File: src/design/tacs_pkg.sv
// Package for the three-axis command shaper: types, constants and the
// control store holding the microprogram. No dependencies.
`default_nettype none

package tacs_pkg;

  localparam int UPC_W = 5;

  typedef logic [UPC_W-1:0] upc_t;

  localparam logic [15:0] RATE_RESET   = 16'd256;
  localparam logic [14:0] THRESH_RESET = 15'd164;
  localparam logic [15:0] RECIP3       = 16'd43691;

  localparam logic [2:0] REG_DRIVE_RATE_A  = 3'd0;
  localparam logic [2:0] REG_DECAY_RATE_A  = 3'd1;
  localparam logic [2:0] REG_DRIVE_RATE_B  = 3'd2;
  localparam logic [2:0] REG_DECAY_RATE_B  = 3'd3;
  localparam logic [2:0] REG_DRIVE_RATE_C  = 3'd4;
  localparam logic [2:0] REG_DECAY_RATE_C  = 3'd5;
  localparam logic [2:0] REG_THRESHOLD     = 3'd6;
  localparam logic [2:0] REG_TIMER_FACTOR  = 3'd7;

  typedef enum logic [3:0] {
    OP_NOP,
    OP_RATE,
    OP_SQ,
    OP_CURVE,
    OP_DIV3,
    OP_GAP,
    OP_LAG_LO,
    OP_LAG_HI,
    OP_LAG_SUM,
    OP_LAG_APPLY,
    OP_DECAY,
    OP_TDEC,
    OP_BSTEP,
    OP_DONE
  } op_t;

  typedef enum logic [1:0] {
    AXIS_A,
    AXIS_B,
    AXIS_C
  } axis_t;

  typedef enum logic [1:0] {
    JMP_NONE,
    JMP_UNDRIVEN,
    JMP_ALWAYS
  } jmp_t;

  typedef enum logic {
    SEQ_IDLE,
    SEQ_RUN
  } seq_state_t;

  typedef struct packed {
    op_t   op;
    axis_t axis;
    jmp_t  jmp;
    upc_t  target;
  } uword_t;

  typedef struct packed {
    logic  load;
    op_t   op;
    axis_t axis;
  } dp_ctl_t;

  typedef struct packed {
    logic [15:0] drive_rate_a;
    logic [15:0] decay_rate_a;
    logic [15:0] drive_rate_b;
    logic [15:0] decay_rate_b;
    logic [15:0] drive_rate_c;
    logic [15:0] decay_rate_c;
    logic [14:0] command_threshold;
    logic [15:0] timer_decay_factor;
  } cfg_t;

  // microprogram entry points
  localparam upc_t UPC_DECAY_A = 5'd9;
  localparam upc_t UPC_B       = 5'd10;
  localparam upc_t UPC_DECAY_B = 5'd13;
  localparam upc_t UPC_C       = 5'd14;
  localparam upc_t UPC_DECAY_C = 5'd23;
  localparam upc_t UPC_DONE    = 5'd24;

  function automatic uword_t mk_uword(op_t op, axis_t ax, jmp_t jmp, upc_t target);
    uword_t w;
    w.op     = op;
    w.axis   = ax;
    w.jmp    = jmp;
    w.target = target;
    return w;
  endfunction

  function automatic uword_t ucode(upc_t addr);
    uword_t w;
    w = mk_uword(OP_DONE, AXIS_A, JMP_NONE, UPC_DONE);
    unique case (addr)
      5'd0:  w = mk_uword(OP_RATE,      AXIS_A, JMP_UNDRIVEN, UPC_DECAY_A);
      5'd1:  w = mk_uword(OP_SQ,        AXIS_A, JMP_NONE,     UPC_DONE);
      5'd2:  w = mk_uword(OP_CURVE,     AXIS_A, JMP_NONE,     UPC_DONE);
      5'd3:  w = mk_uword(OP_DIV3,      AXIS_A, JMP_NONE,     UPC_DONE);
      5'd4:  w = mk_uword(OP_GAP,       AXIS_A, JMP_NONE,     UPC_DONE);
      5'd5:  w = mk_uword(OP_LAG_LO,    AXIS_A, JMP_NONE,     UPC_DONE);
      5'd6:  w = mk_uword(OP_LAG_HI,    AXIS_A, JMP_NONE,     UPC_DONE);
      5'd7:  w = mk_uword(OP_LAG_SUM,   AXIS_A, JMP_NONE,     UPC_DONE);
      5'd8:  w = mk_uword(OP_LAG_APPLY, AXIS_A, JMP_ALWAYS,   UPC_B);
      5'd9:  w = mk_uword(OP_DECAY,     AXIS_A, JMP_NONE,     UPC_DONE);
      5'd10: w = mk_uword(OP_RATE,      AXIS_B, JMP_UNDRIVEN, UPC_DECAY_B);
      5'd11: w = mk_uword(OP_TDEC,      AXIS_B, JMP_NONE,     UPC_DONE);
      5'd12: w = mk_uword(OP_BSTEP,     AXIS_B, JMP_ALWAYS,   UPC_C);
      5'd13: w = mk_uword(OP_DECAY,     AXIS_B, JMP_NONE,     UPC_DONE);
      5'd14: w = mk_uword(OP_RATE,      AXIS_C, JMP_UNDRIVEN, UPC_DECAY_C);
      5'd15: w = mk_uword(OP_SQ,        AXIS_C, JMP_NONE,     UPC_DONE);
      5'd16: w = mk_uword(OP_CURVE,     AXIS_C, JMP_NONE,     UPC_DONE);
      5'd17: w = mk_uword(OP_DIV3,      AXIS_C, JMP_NONE,     UPC_DONE);
      5'd18: w = mk_uword(OP_GAP,       AXIS_C, JMP_NONE,     UPC_DONE);
      5'd19: w = mk_uword(OP_LAG_LO,    AXIS_C, JMP_NONE,     UPC_DONE);
      5'd20: w = mk_uword(OP_LAG_HI,    AXIS_C, JMP_NONE,     UPC_DONE);
      5'd21: w = mk_uword(OP_LAG_SUM,   AXIS_C, JMP_NONE,     UPC_DONE);
      5'd22: w = mk_uword(OP_LAG_APPLY, AXIS_C, JMP_ALWAYS,   UPC_DONE);
      5'd23: w = mk_uword(OP_DECAY,     AXIS_C, JMP_NONE,     UPC_DONE);
      default: w = mk_uword(OP_DONE,    AXIS_A, JMP_NONE,     UPC_DONE);
    endcase
    return w;
  endfunction

endpackage

`default_nettype wire

File: src/design/tacs_ifs.sv
// Valid/ready channel interfaces for frames in and shaped results out.
// Depends on nothing.
`default_nettype none

interface tacs_frame_if;
  logic               valid;
  logic               ready;
  logic signed [15:0] cmd_axis_a;
  logic signed [15:0] cmd_axis_b;
  logic signed [15:0] cmd_axis_c;
  logic [15:0]        step_time;

  modport source (output valid, cmd_axis_a, cmd_axis_b, cmd_axis_c, step_time,
                  input ready);
  modport sink   (input valid, cmd_axis_a, cmd_axis_b, cmd_axis_c, step_time,
                  output ready);
endinterface

interface tacs_result_if;
  logic               valid;
  logic               ready;
  logic signed [15:0] axis_a;
  logic signed [15:0] axis_b;
  logic signed [15:0] axis_c;
  logic [31:0]        hold_positive_time;
  logic [31:0]        hold_negative_time;

  modport source (output valid, axis_a, axis_b, axis_c, hold_positive_time,
                  hold_negative_time, input ready);
  modport sink   (input valid, axis_a, axis_b, axis_c, hold_positive_time,
                  hold_negative_time, output ready);
endinterface

`default_nettype wire

File: src/design/three_axis_command_shaper_top.sv
// A frame runs as microcode steps up to a done step, which waits while a result is held;
// a lagging axis runs rate, square, curve, div3, gap, lag lo/hi, sum and apply on the
// shared 17x16 multiplier, a decaying axis rate and decay, a driven axis B rate, tdec
// and step. The next frame is taken while the prior result waits in the output register.
// Reset (rst, synchronous): axis values and hold timers zero, registers to
// their defaults, sequencer idle, frame ready low, no result valid.
`default_nettype none

module three_axis_command_shaper_top (
  input  wire logic        clk,
  input  wire logic        rst,
  input  wire logic        cfg_write,
  input  wire logic [2:0]  cfg_index,
  input  wire logic [15:0] cfg_data,
  tacs_frame_if.sink       frame,
  tacs_result_if.source    result
);

  tacs_pkg::cfg_t    cfg;
  tacs_pkg::dp_ctl_t ctl;

  logic               driven;
  logic               result_load;
  logic               result_hold;
  logic               res_valid;
  logic signed [15:0] value_a, value_b, value_c;
  logic [31:0]        timer_positive, timer_negative;
  logic signed [15:0] res_a, res_b, res_c;
  logic [31:0]        res_tp, res_tn;

  always_ff @(posedge clk) begin
    if (rst) begin
      cfg.drive_rate_a       <= tacs_pkg::RATE_RESET;
      cfg.decay_rate_a       <= tacs_pkg::RATE_RESET;
      cfg.drive_rate_b       <= tacs_pkg::RATE_RESET;
      cfg.decay_rate_b       <= tacs_pkg::RATE_RESET;
      cfg.drive_rate_c       <= tacs_pkg::RATE_RESET;
      cfg.decay_rate_c       <= tacs_pkg::RATE_RESET;
      cfg.command_threshold  <= tacs_pkg::THRESH_RESET;
      cfg.timer_decay_factor <= tacs_pkg::RATE_RESET;
    end else if (cfg_write) begin
      unique case (cfg_index)
        tacs_pkg::REG_DRIVE_RATE_A: cfg.drive_rate_a       <= cfg_data;
        tacs_pkg::REG_DECAY_RATE_A: cfg.decay_rate_a       <= cfg_data;
        tacs_pkg::REG_DRIVE_RATE_B: cfg.drive_rate_b       <= cfg_data;
        tacs_pkg::REG_DECAY_RATE_B: cfg.decay_rate_b       <= cfg_data;
        tacs_pkg::REG_DRIVE_RATE_C: cfg.drive_rate_c       <= cfg_data;
        tacs_pkg::REG_DECAY_RATE_C: cfg.decay_rate_c       <= cfg_data;
        tacs_pkg::REG_THRESHOLD:    cfg.command_threshold  <= cfg_data[14:0];
        tacs_pkg::REG_TIMER_FACTOR: cfg.timer_decay_factor <= cfg_data;
        default: ;
      endcase
    end
  end

  assign result_hold = res_valid && !result.ready;

  tacs_sequencer u_seq (
    .clk         (clk),
    .rst         (rst),
    .frame_valid (frame.valid),
    .result_hold (result_hold),
    .driven      (driven),
    .ctl         (ctl),
    .frame_ready (frame.ready),
    .result_load (result_load)
  );

  tacs_datapath u_dp (
    .clk            (clk),
    .rst            (rst),
    .ctl            (ctl),
    .cfg            (cfg),
    .cmd_axis_a     (frame.cmd_axis_a),
    .cmd_axis_b     (frame.cmd_axis_b),
    .cmd_axis_c     (frame.cmd_axis_c),
    .step_time      (frame.step_time),
    .driven         (driven),
    .value_a        (value_a),
    .value_b        (value_b),
    .value_c        (value_c),
    .timer_positive (timer_positive),
    .timer_negative (timer_negative)
  );

  // output register
  always_ff @(posedge clk) begin
    if (rst) begin
      res_valid <= 1'b0;
    end else if (result_load) begin
      res_valid <= 1'b1;
    end else if (result.ready) begin
      res_valid <= 1'b0;
    end
  end

  always_ff @(posedge clk) begin
    if (result_load) begin
      res_a  <= value_a;
      res_b  <= value_b;
      res_c  <= value_c;
      res_tp <= timer_positive;
      res_tn <= timer_negative;
    end
  end

  assign result.valid              = res_valid;
  assign result.axis_a             = res_a;
  assign result.axis_b             = res_b;
  assign result.axis_c             = res_c;
  assign result.hold_positive_time = res_tp;
  assign result.hold_negative_time = res_tn;

endmodule

`default_nettype wire

File: src/design/tacs_sequencer.sv
// Microprogram sequencer: step counter, control store lookup, conditional jumps
// and frame/result handshake control. Depends on tacs_pkg.
`default_nettype none

module tacs_sequencer (
  input  wire logic            clk,
  input  wire logic            rst,
  input  wire logic            frame_valid,
  input  wire logic            result_hold,
  input  wire logic            driven,
  output tacs_pkg::dp_ctl_t    ctl,
  output logic                 frame_ready,
  output logic                 result_load
);

  tacs_pkg::seq_state_t state, state_next;
  tacs_pkg::upc_t       upc, upc_next;
  tacs_pkg::uword_t     uw;

  assign uw = tacs_pkg::ucode(upc);

  always_ff @(posedge clk) begin
    if (rst) begin
      state <= tacs_pkg::SEQ_IDLE;
      upc   <= '0;
    end else begin
      state <= state_next;
      upc   <= upc_next;
    end
  end

  always_comb begin
    state_next  = state;
    upc_next    = upc;
    ctl.load    = 1'b0;
    ctl.op      = tacs_pkg::OP_NOP;
    ctl.axis    = tacs_pkg::AXIS_A;
    frame_ready = 1'b0;
    result_load = 1'b0;
    unique case (state)
      tacs_pkg::SEQ_IDLE: begin
        frame_ready = !rst;
        if (frame_valid && !rst) begin
          ctl.load   = 1'b1;
          upc_next   = '0;
          state_next = tacs_pkg::SEQ_RUN;
        end
      end
      tacs_pkg::SEQ_RUN: begin
        ctl.op   = uw.op;
        ctl.axis = uw.axis;
        if (uw.op == tacs_pkg::OP_DONE) begin
          if (!result_hold) begin
            result_load = 1'b1;
            state_next  = tacs_pkg::SEQ_IDLE;
          end
        end else begin
          case (uw.jmp)
            tacs_pkg::JMP_ALWAYS:   upc_next = uw.target;
            tacs_pkg::JMP_UNDRIVEN: upc_next = driven ? upc + 1'b1 : uw.target;
            default:                upc_next = upc + 1'b1;
          endcase
        end
      end
      default: state_next = tacs_pkg::SEQ_IDLE;
    endcase
  end

endmodule

`default_nettype wire

File: src/design/tacs_datapath.sv
// Shaper datapath: one shared 17x16 multiplier, working registers, axis state
// and hold timers, driven by control words. Depends on tacs_pkg.
`default_nettype none

module tacs_datapath (
  input  wire logic               clk,
  input  wire logic               rst,
  input  wire tacs_pkg::dp_ctl_t  ctl,
  input  wire tacs_pkg::cfg_t     cfg,
  input  wire logic signed [15:0] cmd_axis_a,
  input  wire logic signed [15:0] cmd_axis_b,
  input  wire logic signed [15:0] cmd_axis_c,
  input  wire logic [15:0]        step_time,
  output logic                    driven,
  output logic signed [15:0]      value_a,
  output logic signed [15:0]      value_b,
  output logic signed [15:0]      value_c,
  output logic [31:0]             timer_positive,
  output logic [31:0]             timer_negative
);

  localparam logic signed [26:0] UNIT_POS = 27'sd16384;
  localparam logic signed [26:0] UNIT_NEG = -27'sd16384;

  function automatic logic signed [15:0] sat_cmd(logic signed [15:0] c);
    logic signed [15:0] r;
    r = c;
    if (c > 16'sd16384) r = 16'sd16384;
    if (c < -16'sd16384) r = -16'sd16384;
    return r;
  endfunction

  function automatic logic signed [15:0] sat_unit(logic signed [26:0] v);
    logic signed [15:0] r;
    r = v[15:0];
    if (v > UNIT_POS) r = 16'sd16384;
    if (v < UNIT_NEG) r = -16'sd16384;
    return r;
  endfunction

  // latched frame
  logic signed [15:0] cmd_a, cmd_b, cmd_c;
  logic [15:0]        step;

  // working registers
  logic [31:0] p_rate;
  logic [32:0] prod;
  logic [48:0] acc;
  logic [16:0] curve_x;
  logic [16:0] ag3;
  logic        gap_neg;

  // selection
  logic signed [15:0] cmd_sel, val_sel;
  logic [15:0]        cmd_abs, val_abs16;
  logic [14:0]        mag_sel, val_abs;
  logic [15:0]        drive_sel, decay_sel, rate_sel;

  // multiplier
  logic [16:0] mul_a;
  logic [15:0] mul_b;
  logic [32:0] mul_p;

  // step logic
  logic [28:0]        sq_rnd;
  logic [15:0]        curve_t;
  logic [14:0]        tgt;
  logic signed [17:0] tgt_s, gap;
  logic [17:0]        gap_abs;
  logic [15:0]        ag;
  logic [16:0]        ag3_next;
  logic [49:0]        lag_rnd;
  logic [24:0]        delta;
  logic signed [26:0] v27, lag_r;
  logic [32:0]        dec_sum;
  logic [22:0]        amt;
  logic [15:0]        decay_new;
  logic signed [26:0] vb27, bstep_r;
  logic [32:0]        tdec_sum;
  logic [24:0]        tdec;
  logic [32:0]        tp_add, tn_add;
  logic [31:0]        tp_inc, tn_inc, tp_dec, tn_dec;
  logic               b_pos, b_neg;
  logic signed [15:0] value_new;
  logic               value_we;

  always_comb begin
    case (ctl.axis)
      tacs_pkg::AXIS_B: begin
        cmd_sel   = cmd_b;
        val_sel   = value_b;
        drive_sel = cfg.drive_rate_b;
        decay_sel = cfg.decay_rate_b;
      end
      tacs_pkg::AXIS_C: begin
        cmd_sel   = cmd_c;
        val_sel   = value_c;
        drive_sel = cfg.drive_rate_c;
        decay_sel = cfg.decay_rate_c;
      end
      default: begin
        cmd_sel   = cmd_a;
        val_sel   = value_a;
        drive_sel = cfg.drive_rate_a;
        decay_sel = cfg.decay_rate_a;
      end
    endcase
  end

  assign cmd_abs   = cmd_sel[15] ? 16'(-cmd_sel) : 16'(cmd_sel);
  assign mag_sel   = cmd_abs[14:0];
  assign driven    = (mag_sel >= cfg.command_threshold);
  assign rate_sel  = driven ? drive_sel : decay_sel;
  assign val_abs16 = val_sel[15] ? 16'(-val_sel) : 16'(val_sel);
  assign val_abs   = val_abs16[14:0];

  always_comb begin
    mul_a = '0;
    mul_b = '0;
    case (ctl.op)
      tacs_pkg::OP_RATE: begin
        mul_a = {1'b0, rate_sel};
        mul_b = step;
      end
      tacs_pkg::OP_SQ: begin
        mul_a = {2'b0, mag_sel};
        mul_b = {1'b0, mag_sel};
      end
      tacs_pkg::OP_DIV3: begin
        mul_a = curve_x;
        mul_b = tacs_pkg::RECIP3;
      end
      tacs_pkg::OP_LAG_LO: begin
        mul_a = ag3;
        mul_b = p_rate[15:0];
      end
      tacs_pkg::OP_LAG_HI: begin
        mul_a = ag3;
        mul_b = p_rate[31:16];
      end
      tacs_pkg::OP_TDEC: begin
        mul_a = {1'b0, cfg.timer_decay_factor};
        mul_b = step;
      end
      default: begin
        mul_a = '0;
        mul_b = '0;
      end
    endcase
  end

  assign mul_p = mul_a * mul_b;

  // curve: t = m + round(m^2 >> 14), x = 2t + 1
  assign sq_rnd  = prod[28:0] + 29'd8192;
  assign curve_t = {1'b0, mag_sel} + {1'b0, sq_rnd[28:14]};

  // target = x/3 via reciprocal, signed gap to current value
  assign tgt      = prod[31:17];
  assign tgt_s    = cmd_sel[15] ? -$signed({3'b0, tgt}) : $signed({3'b0, tgt});
  assign gap      = tgt_s - $signed({{2{val_sel[15]}}, val_sel});
  assign gap_abs  = gap[17] ? 18'(-gap) : 18'(gap);
  assign ag       = gap_abs[15:0];
  assign ag3_next = {1'b0, ag} + {ag, 1'b0};

  // lag apply, round half away from zero
  assign lag_rnd = {1'b0, acc} + 50'd16777216;
  assign delta   = lag_rnd[49:25];
  assign v27     = {{11{val_sel[15]}}, val_sel};
  assign lag_r   = gap_neg ? v27 - $signed({2'b0, delta}) : v27 + $signed({2'b0, delta});

  // per-frame amount and decay toward zero
  assign dec_sum   = {1'b0, p_rate} + 33'd512;
  assign amt       = dec_sum[32:10];
  assign decay_new = ({8'b0, val_abs} <= amt) ? 16'd0 :
                     (val_sel[15] ? 16'(val_sel) + {1'b0, amt[14:0]}
                                  : 16'(val_sel) - {1'b0, amt[14:0]});

  // axis B step and hold timers
  assign b_pos   = !cmd_b[15] && (cmd_b != 16'sd0);
  assign b_neg   = cmd_b[15];
  assign vb27    = {{11{value_b[15]}}, value_b};
  assign bstep_r = b_pos ? vb27 + $signed({4'b0, amt}) :
                   b_neg ? vb27 - $signed({4'b0, amt}) : vb27;

  assign tdec_sum = {1'b0, prod[31:0]} + 33'd128;
  assign tdec     = tdec_sum[32:8];
  assign tp_add   = {1'b0, timer_positive} + {17'b0, step};
  assign tn_add   = {1'b0, timer_negative} + {17'b0, step};
  assign tp_inc   = tp_add[32] ? '1 : tp_add[31:0];
  assign tn_inc   = tn_add[32] ? '1 : tn_add[31:0];
  assign tp_dec   = ({7'b0, tdec} >= timer_positive) ? 32'd0 : timer_positive - {7'b0, tdec};
  assign tn_dec   = ({7'b0, tdec} >= timer_negative) ? 32'd0 : timer_negative - {7'b0, tdec};

  always_comb begin
    value_we  = 1'b0;
    value_new = val_sel;
    case (ctl.op)
      tacs_pkg::OP_LAG_APPLY: begin
        value_we  = 1'b1;
        value_new = sat_unit(lag_r);
      end
      tacs_pkg::OP_DECAY: begin
        value_we  = 1'b1;
        value_new = decay_new;
      end
      tacs_pkg::OP_BSTEP: begin
        value_we  = 1'b1;
        value_new = sat_unit(bstep_r);
      end
      default: begin
        value_we  = 1'b0;
        value_new = val_sel;
      end
    endcase
  end

  always_ff @(posedge clk) begin
    if (ctl.load) begin
      cmd_a <= sat_cmd(cmd_axis_a);
      cmd_b <= sat_cmd(cmd_axis_b);
      cmd_c <= sat_cmd(cmd_axis_c);
      step  <= step_time;
    end
    case (ctl.op)
      tacs_pkg::OP_RATE:    p_rate  <= mul_p[31:0];
      tacs_pkg::OP_SQ:      prod    <= mul_p;
      tacs_pkg::OP_CURVE:   curve_x <= {curve_t, 1'b1};
      tacs_pkg::OP_DIV3:    prod    <= mul_p;
      tacs_pkg::OP_GAP: begin
        ag3     <= ag3_next;
        gap_neg <= gap[17];
      end
      tacs_pkg::OP_LAG_LO:  acc     <= {16'b0, mul_p};
      tacs_pkg::OP_LAG_HI:  prod    <= mul_p;
      tacs_pkg::OP_LAG_SUM: acc     <= acc + {prod[32:0], 16'b0};
      tacs_pkg::OP_TDEC:    prod    <= mul_p;
      default: ;
    endcase
  end

  always_ff @(posedge clk) begin
    if (rst) begin
      value_a        <= '0;
      value_b        <= '0;
      value_c        <= '0;
      timer_positive <= '0;
      timer_negative <= '0;
    end else begin
      if (value_we) begin
        case (ctl.axis)
          tacs_pkg::AXIS_B: value_b <= value_new;
          tacs_pkg::AXIS_C: value_c <= value_new;
          default:          value_a <= value_new;
        endcase
      end
      if (ctl.op == tacs_pkg::OP_BSTEP) begin
        timer_positive <= b_pos ? tp_inc : tp_dec;
        timer_negative <= b_neg ? tn_inc : tn_dec;
      end
    end
  end

endmodule

`default_nettype wire

File: src/flat_wrapper.sv
// flat-port wrapper written by rule: the top's interface ports become plain ports
module three_axis_command_shaper_top_flat 
  (clk, rst, cfg_write, cfg_index, cfg_data, frame_valid, frame_cmd_axis_a, frame_cmd_axis_b, frame_cmd_axis_c, frame_step_time, frame_ready, result_valid, result_axis_a, result_axis_b, result_axis_c, result_hold_positive_time, result_hold_negative_time, result_ready);
  tacs_frame_if frame_i ();
  tacs_result_if result_i ();
  input  wire logic clk;
  input  wire logic rst;
  input  wire logic cfg_write;
  input  wire logic [2:0] cfg_index;
  input  wire logic [15:0] cfg_data;
  input wire logic [$bits(frame_i.valid)-1:0] frame_valid;
  input wire logic [$bits(frame_i.cmd_axis_a)-1:0] frame_cmd_axis_a;
  input wire logic [$bits(frame_i.cmd_axis_b)-1:0] frame_cmd_axis_b;
  input wire logic [$bits(frame_i.cmd_axis_c)-1:0] frame_cmd_axis_c;
  input wire logic [$bits(frame_i.step_time)-1:0] frame_step_time;
  output wire logic [$bits(frame_i.ready)-1:0] frame_ready;
  output wire logic [$bits(result_i.valid)-1:0] result_valid;
  output wire logic [$bits(result_i.axis_a)-1:0] result_axis_a;
  output wire logic [$bits(result_i.axis_b)-1:0] result_axis_b;
  output wire logic [$bits(result_i.axis_c)-1:0] result_axis_c;
  output wire logic [$bits(result_i.hold_positive_time)-1:0] result_hold_positive_time;
  output wire logic [$bits(result_i.hold_negative_time)-1:0] result_hold_negative_time;
  input wire logic [$bits(result_i.ready)-1:0] result_ready;
  assign frame_i.valid = frame_valid;
  assign frame_i.cmd_axis_a = frame_cmd_axis_a;
  assign frame_i.cmd_axis_b = frame_cmd_axis_b;
  assign frame_i.cmd_axis_c = frame_cmd_axis_c;
  assign frame_i.step_time = frame_step_time;
  assign frame_ready = frame_i.ready;
  assign result_valid = result_i.valid;
  assign result_axis_a = result_i.axis_a;
  assign result_axis_b = result_i.axis_b;
  assign result_axis_c = result_i.axis_c;
  assign result_hold_positive_time = result_i.hold_positive_time;
  assign result_hold_negative_time = result_i.hold_negative_time;
  assign result_i.ready = result_ready;
  three_axis_command_shaper_top u_core (.clk(clk), .rst(rst), .cfg_write(cfg_write), .cfg_index(cfg_index), .cfg_data(cfg_data), .frame(frame_i), .result(result_i));
endmodule
File: config.mk
export PLATFORM = sky130hd
export DESIGN_NAME = three_axis_command_shaper_top_flat
export DESIGN_NICKNAME = d
export VERILOG_FILES = /design/src/design/tacs_pkg.sv /design/src/design/tacs_ifs.sv /design/src/design/three_axis_command_shaper_top.sv /design/src/design/tacs_sequencer.sv /design/src/design/tacs_datapath.sv /design/src/flat_wrapper.sv
export SDC_FILE = /design/constraint.sdc
export NUM_CORES = 2
export LEC_CHECK = 0
export ABC_AREA = 1
export CAP_MARGIN = 20
export CORE_MARGIN = 2
export CORE_UTILIZATION = 37
export CTS_CLUSTER_DIAMETER = 200
export DETAILED_ROUTE_END_ITERATION = 12
export DONT_BUFFER_PORTS = 1
export GPL_ROUTABILITY_DRIVEN = 0
export PLACE_DENSITY = 0.57
export SLEW_MARGIN = 20
export SYNTH_ARGS = -nofsm -noshare
export SYNTH_HDL_FRONTEND = slang
export SYNTH_SLANG_ARGS = --single-unit
export TNS_END_PERCENT = 5
File: constraint.sdc
create_clock -name clk -period 22.9 [get_ports clk]
set_input_delay 6.87 -clock clk [delete_from_list [all_inputs] [get_ports clk]]
set_output_delay 6.87 -clock clk [all_outputs]
set_load 0.01 [all_outputs]
==> flow_summary.json <==
{
  "setup_viol": 0,
  "status": "finished clean",
  "min_period_over_period_pct": 60.95,
  "drt-initial-drc-count": 4593,
  "reg2reg_slack_ns": 10.59,
  "syn_area_sq_um": 52570,
  "dr.pass1.iters": 6,
  "synth_edf_count": 308,
  "die_area_sq_um": 145100,
  "peakVddDrop_v": 0.00008611,
  "synth_flop_cell": "edfxtp_1",
  "port_buffers": 0,
  "cpPeakStageDelay_ns": 0.21,
  "cts_buffer_depth": 3,
  "yosys.cell_types.count": 75,
  "ys_seq_area_share_pct": 27.42,
  "synthCells": 7321,
  "placed_area_sq_um": 54330,
  "required_ns": 16.03,
  "cts_buffers": 66,
  "cts.sinks": 566,
  "globalRouteOverflowTotal": 0,
  "path_cells": "nor2_1",
  "cp-start-kind": "input port",
  "crit_type": "in2out",
  "pre_cts_slack_ns": 8.945,
  "hp-start": "u_core.u_dp.value_c[12]$_SDFFE_PP0P_",
  "report.final.slew_viol_count": 0,
  "grt_max_degree": 132,
  "final_nets": 7935,
  "tightest_slew_ns": 1.144,
  "root_buffer": "clkbuf_16",
  "initial_utilization_pct": 37.22,
  "ys_top_cells_by_area": "edfxtp_1, nand2_1, dfxtp_1",
  "crit_path_end_kind": "primary output",
  "core_sq_um": 141200,
  "fill_cells": 14810,
  "syn_area_per_cell_sq_um": 7.180,
  "syn_to_final_growth_pct": 7.509,
  "wl_per_cell_microns": 19.36,
  "critical-path-top-delay-family": "simple AND/OR/NAND/NOR gates",
  "wl_microns": 177500,
  "yosysTopAreaCell": "edfxtp_1",
  "crit_arrival_ns": 7.09,
  "setup_slack_ns": 8.942,
  "track_usage_pct": 23.87,
  "drive_gt1_share_pct": 4.688,
  "ys_ff_latch": 566,
  "ios": 202,
  "power.total_mw": 4.268,
  "multiInputGateArea_sq_um": 32700,
  "slew_headroom_pct": 22.93,
  "cts_resized": 0,
  "async_flop_share_pct": 0,
  "grt_pass1_wl_microns": 269800,
  "antenna_found_initial": 3,
  "cts_tree": "done",
  "min_path_type": "reg2reg",
  "die_height_microns": 380.9,
  "tns_ns": 0,
  "crit_slowest_cell": "nor2_1",
  "path_clk_slew_ns": 0.06,
  "die_x_microns": 380.9,
  "max_freq_ghz": 0.07164,
  "h-tree-depth": 3,
  "maxCapViolCount": 0,
  "syn-num-nets": 8034,
  "ys_warn_count": 0,
  "drc": 0,
  "finalCriticalPeriod_ns": 13.96,
  "stdcell_area_sq_um": 56520,
  "dp_hpwl_microns": 139100,
  "via_per_inst": 5.279,
  "leakage_nw": 27.16,
  "crit_fanout": 65,
  "ant_nets": 0,
  "postCtsSetupBuffers": 0,
  "num_vias": 48380,
  "fp-row-count": 138,
  "hold_viol": 0,
  "rsz0062_at_grt": "false",
  "fin_skew_ns": 0.03066,
  "first_global_vias": 45450,
  "crit_buf_inv": 0,
  "seq_area_sq_um": 14410,
  "p_per_area_nw_per_um2": 75.53,
  "cts_hold_buf": 0,
  "synth_top_cell_area_share_pct": 17.59,
  "insertion_delay_ns": 0.69,
  "timing.rr.start": "u_core.u_seq.state$_SDFF_PP0_",
  "crit_start": "rst"
}
[layout make-up]
| class | count | share of cell area (%) |
|---|---|---|
| Multi-Input combinational cell | 5346 | 57.87 |
| Sequential cell | 566 | 25.50 |
| Inverter | 1193 | 7.937 |
| Tap cell | 1890 | 4.184 |
| Clock buffer | 81 | 3.095 |
| Clock inverter | 39 | 0.7328 |
| Timing Repair Buffer | 49 | 0.6708 |
| Antenna cell | 2 | 0.008856 |
[stage by stage]
step / hold slack, ns / utilization (%) / instances
final: 0.4318 / 40.01 / 9166
after floorplan: 0.4064 / - / 7321
after global placement: 0.4137 / 38.45 / 9041
after global routing: 0.4476 / 40.01 / 9165
after detailed placement: 0.4216 / 38.47 / 9042
after CTS: 0.4376 / 40.00 / 9162
[routing by layer]
metal	wire length (microns)	global-route usage (%)	vias up
li1	-	-	23610
met1	78300	32.38	22700
met2	78600	37.67	1786
met3	12950	3.819	292
met4	7655	9.918	0
met5	0	0	-
[synth_stat cells (18+ instances only)]
master       n
nand2_1   1502
inv_1     1137
nor2_1     929
a21oi_1    484
o21ai_0    441
ha_1       405
nand3_1    373
edfxtp_1   308
dfxtp_1    258
xor2_1     225
fa_1       220
clkbuf_1   126
nand4_1    107
nor3_1      89
xnor2_1     80
a31oi_1     51
buf_2       51
o21ai_1     42
inv_2       41
a22o_1      37
o211ai_1    36
or2_2       31
nand2_2     25
o221ai_1    24
nor4_1      21
o21bai_1    20
buf_1       18
nand3b_1    18
[cell families (layout without fill, tap and decap cells)]
family,Yosys count,in the layout,share of synthesized area [%]
and+or+nand+nor,3167,3167,25.58
buffers and inverters,1409,1362,10.45
AOI/OAI and AO/OA,1247,1247,13.39
adders and majority gates,625,625,18.02
DFF,566,566,27.42
xor gates and xnor gates,307,307,5.144
other,0,2,0
[state kept, by name (all words and copies together) (netlist names), 16 cells and up]
name and cells:
u_core.u_dp.timer_negative 32, u_core.result.hold_negative_time 32, u_core.u_dp.value_b 16, u_core.result.axis_c 16, u_core.u_dp.timer_positive 32, u_core.u_dp.p_rate 32, u_core.u_dp.prod 33, u_core.u_dp.cmd_c 16
u_core.u_dp.step 16, u_core.result.axis_a 16, u_core.result.axis_b 16, u_core.u_dp.value_a 16, u_core.cfg 127, u_core.u_dp.acc 33, u_core.u_dp.cmd_a 16, u_core.result.hold_positive_time 32
u_core.u_dp.ag3 17, u_core.u_dp.curve_x 16, u_core.u_dp.value_c 16, u_core.u_dp.cmd_b 16
[power breakdown]
| part | total [mW] | internal (mW) | switching, mW |
|---|---|---|---|
| Combinational | 1.94 | 0.630 | 1.31 |
| Sequential | 1.25 | 1.19 | 0.0594 |
| Clock | 1.08 | 0.601 | 0.478 |
| Total | 4.27 | 2.42 | 1.85 |
[cell usage in the layout, fill, tap and decap left out, types with 13 or more instances in the layout]
| cell type | n |
|---|---|
| nand2_1 | 1502 |
| inv_1 | 1135 |
| nor2_1 | 927 |
| a21oi_1 | 483 |
| o21ai_0 | 439 |
| ha_1 | 403 |
| nand3_1 | 372 |
| edfxtp_1 | 308 |
| dfxtp_1 | 258 |
| xor2_1 | 225 |
| fa_1 | 220 |
| nand4_1 | 107 |
| nor3_1 | 89 |
| xnor2_1 | 80 |
| clkbuf_16 | 67 |
| a31oi_1 | 51 |
| buf_4 | 46 |
| o21ai_1 | 43 |
| inv_2 | 42 |
| a22o_1 | 37 |
| o211ai_1 | 36 |
| or2_2 | 31 |
| nand2_2 | 25 |
| o221ai_1 | 24 |
| nor4_1 | 21 |
| o21bai_1 | 20 |
| nor2_2 | 18 |
| nand3b_1 | 18 |
| clkinv_1 | 17 |
| a221oi_1 | 16 |
| o21a_1 | 13 |
| a21boi_0 | 13 |
[path summary, 6_finish.rpt]
check | endpoint | cells past startpoint
max | frame_ready | 1
min | u_core.result.axis_c[12]$_DFFE_PP_ | 0
max reg2reg | u_core.u_dp.acc[25]$_DFFE_PP_ | 41
min reg2reg | u_core.result.axis_c[12]$_DFFE_PP_ | 0
(Power assumes the default switching activity.)
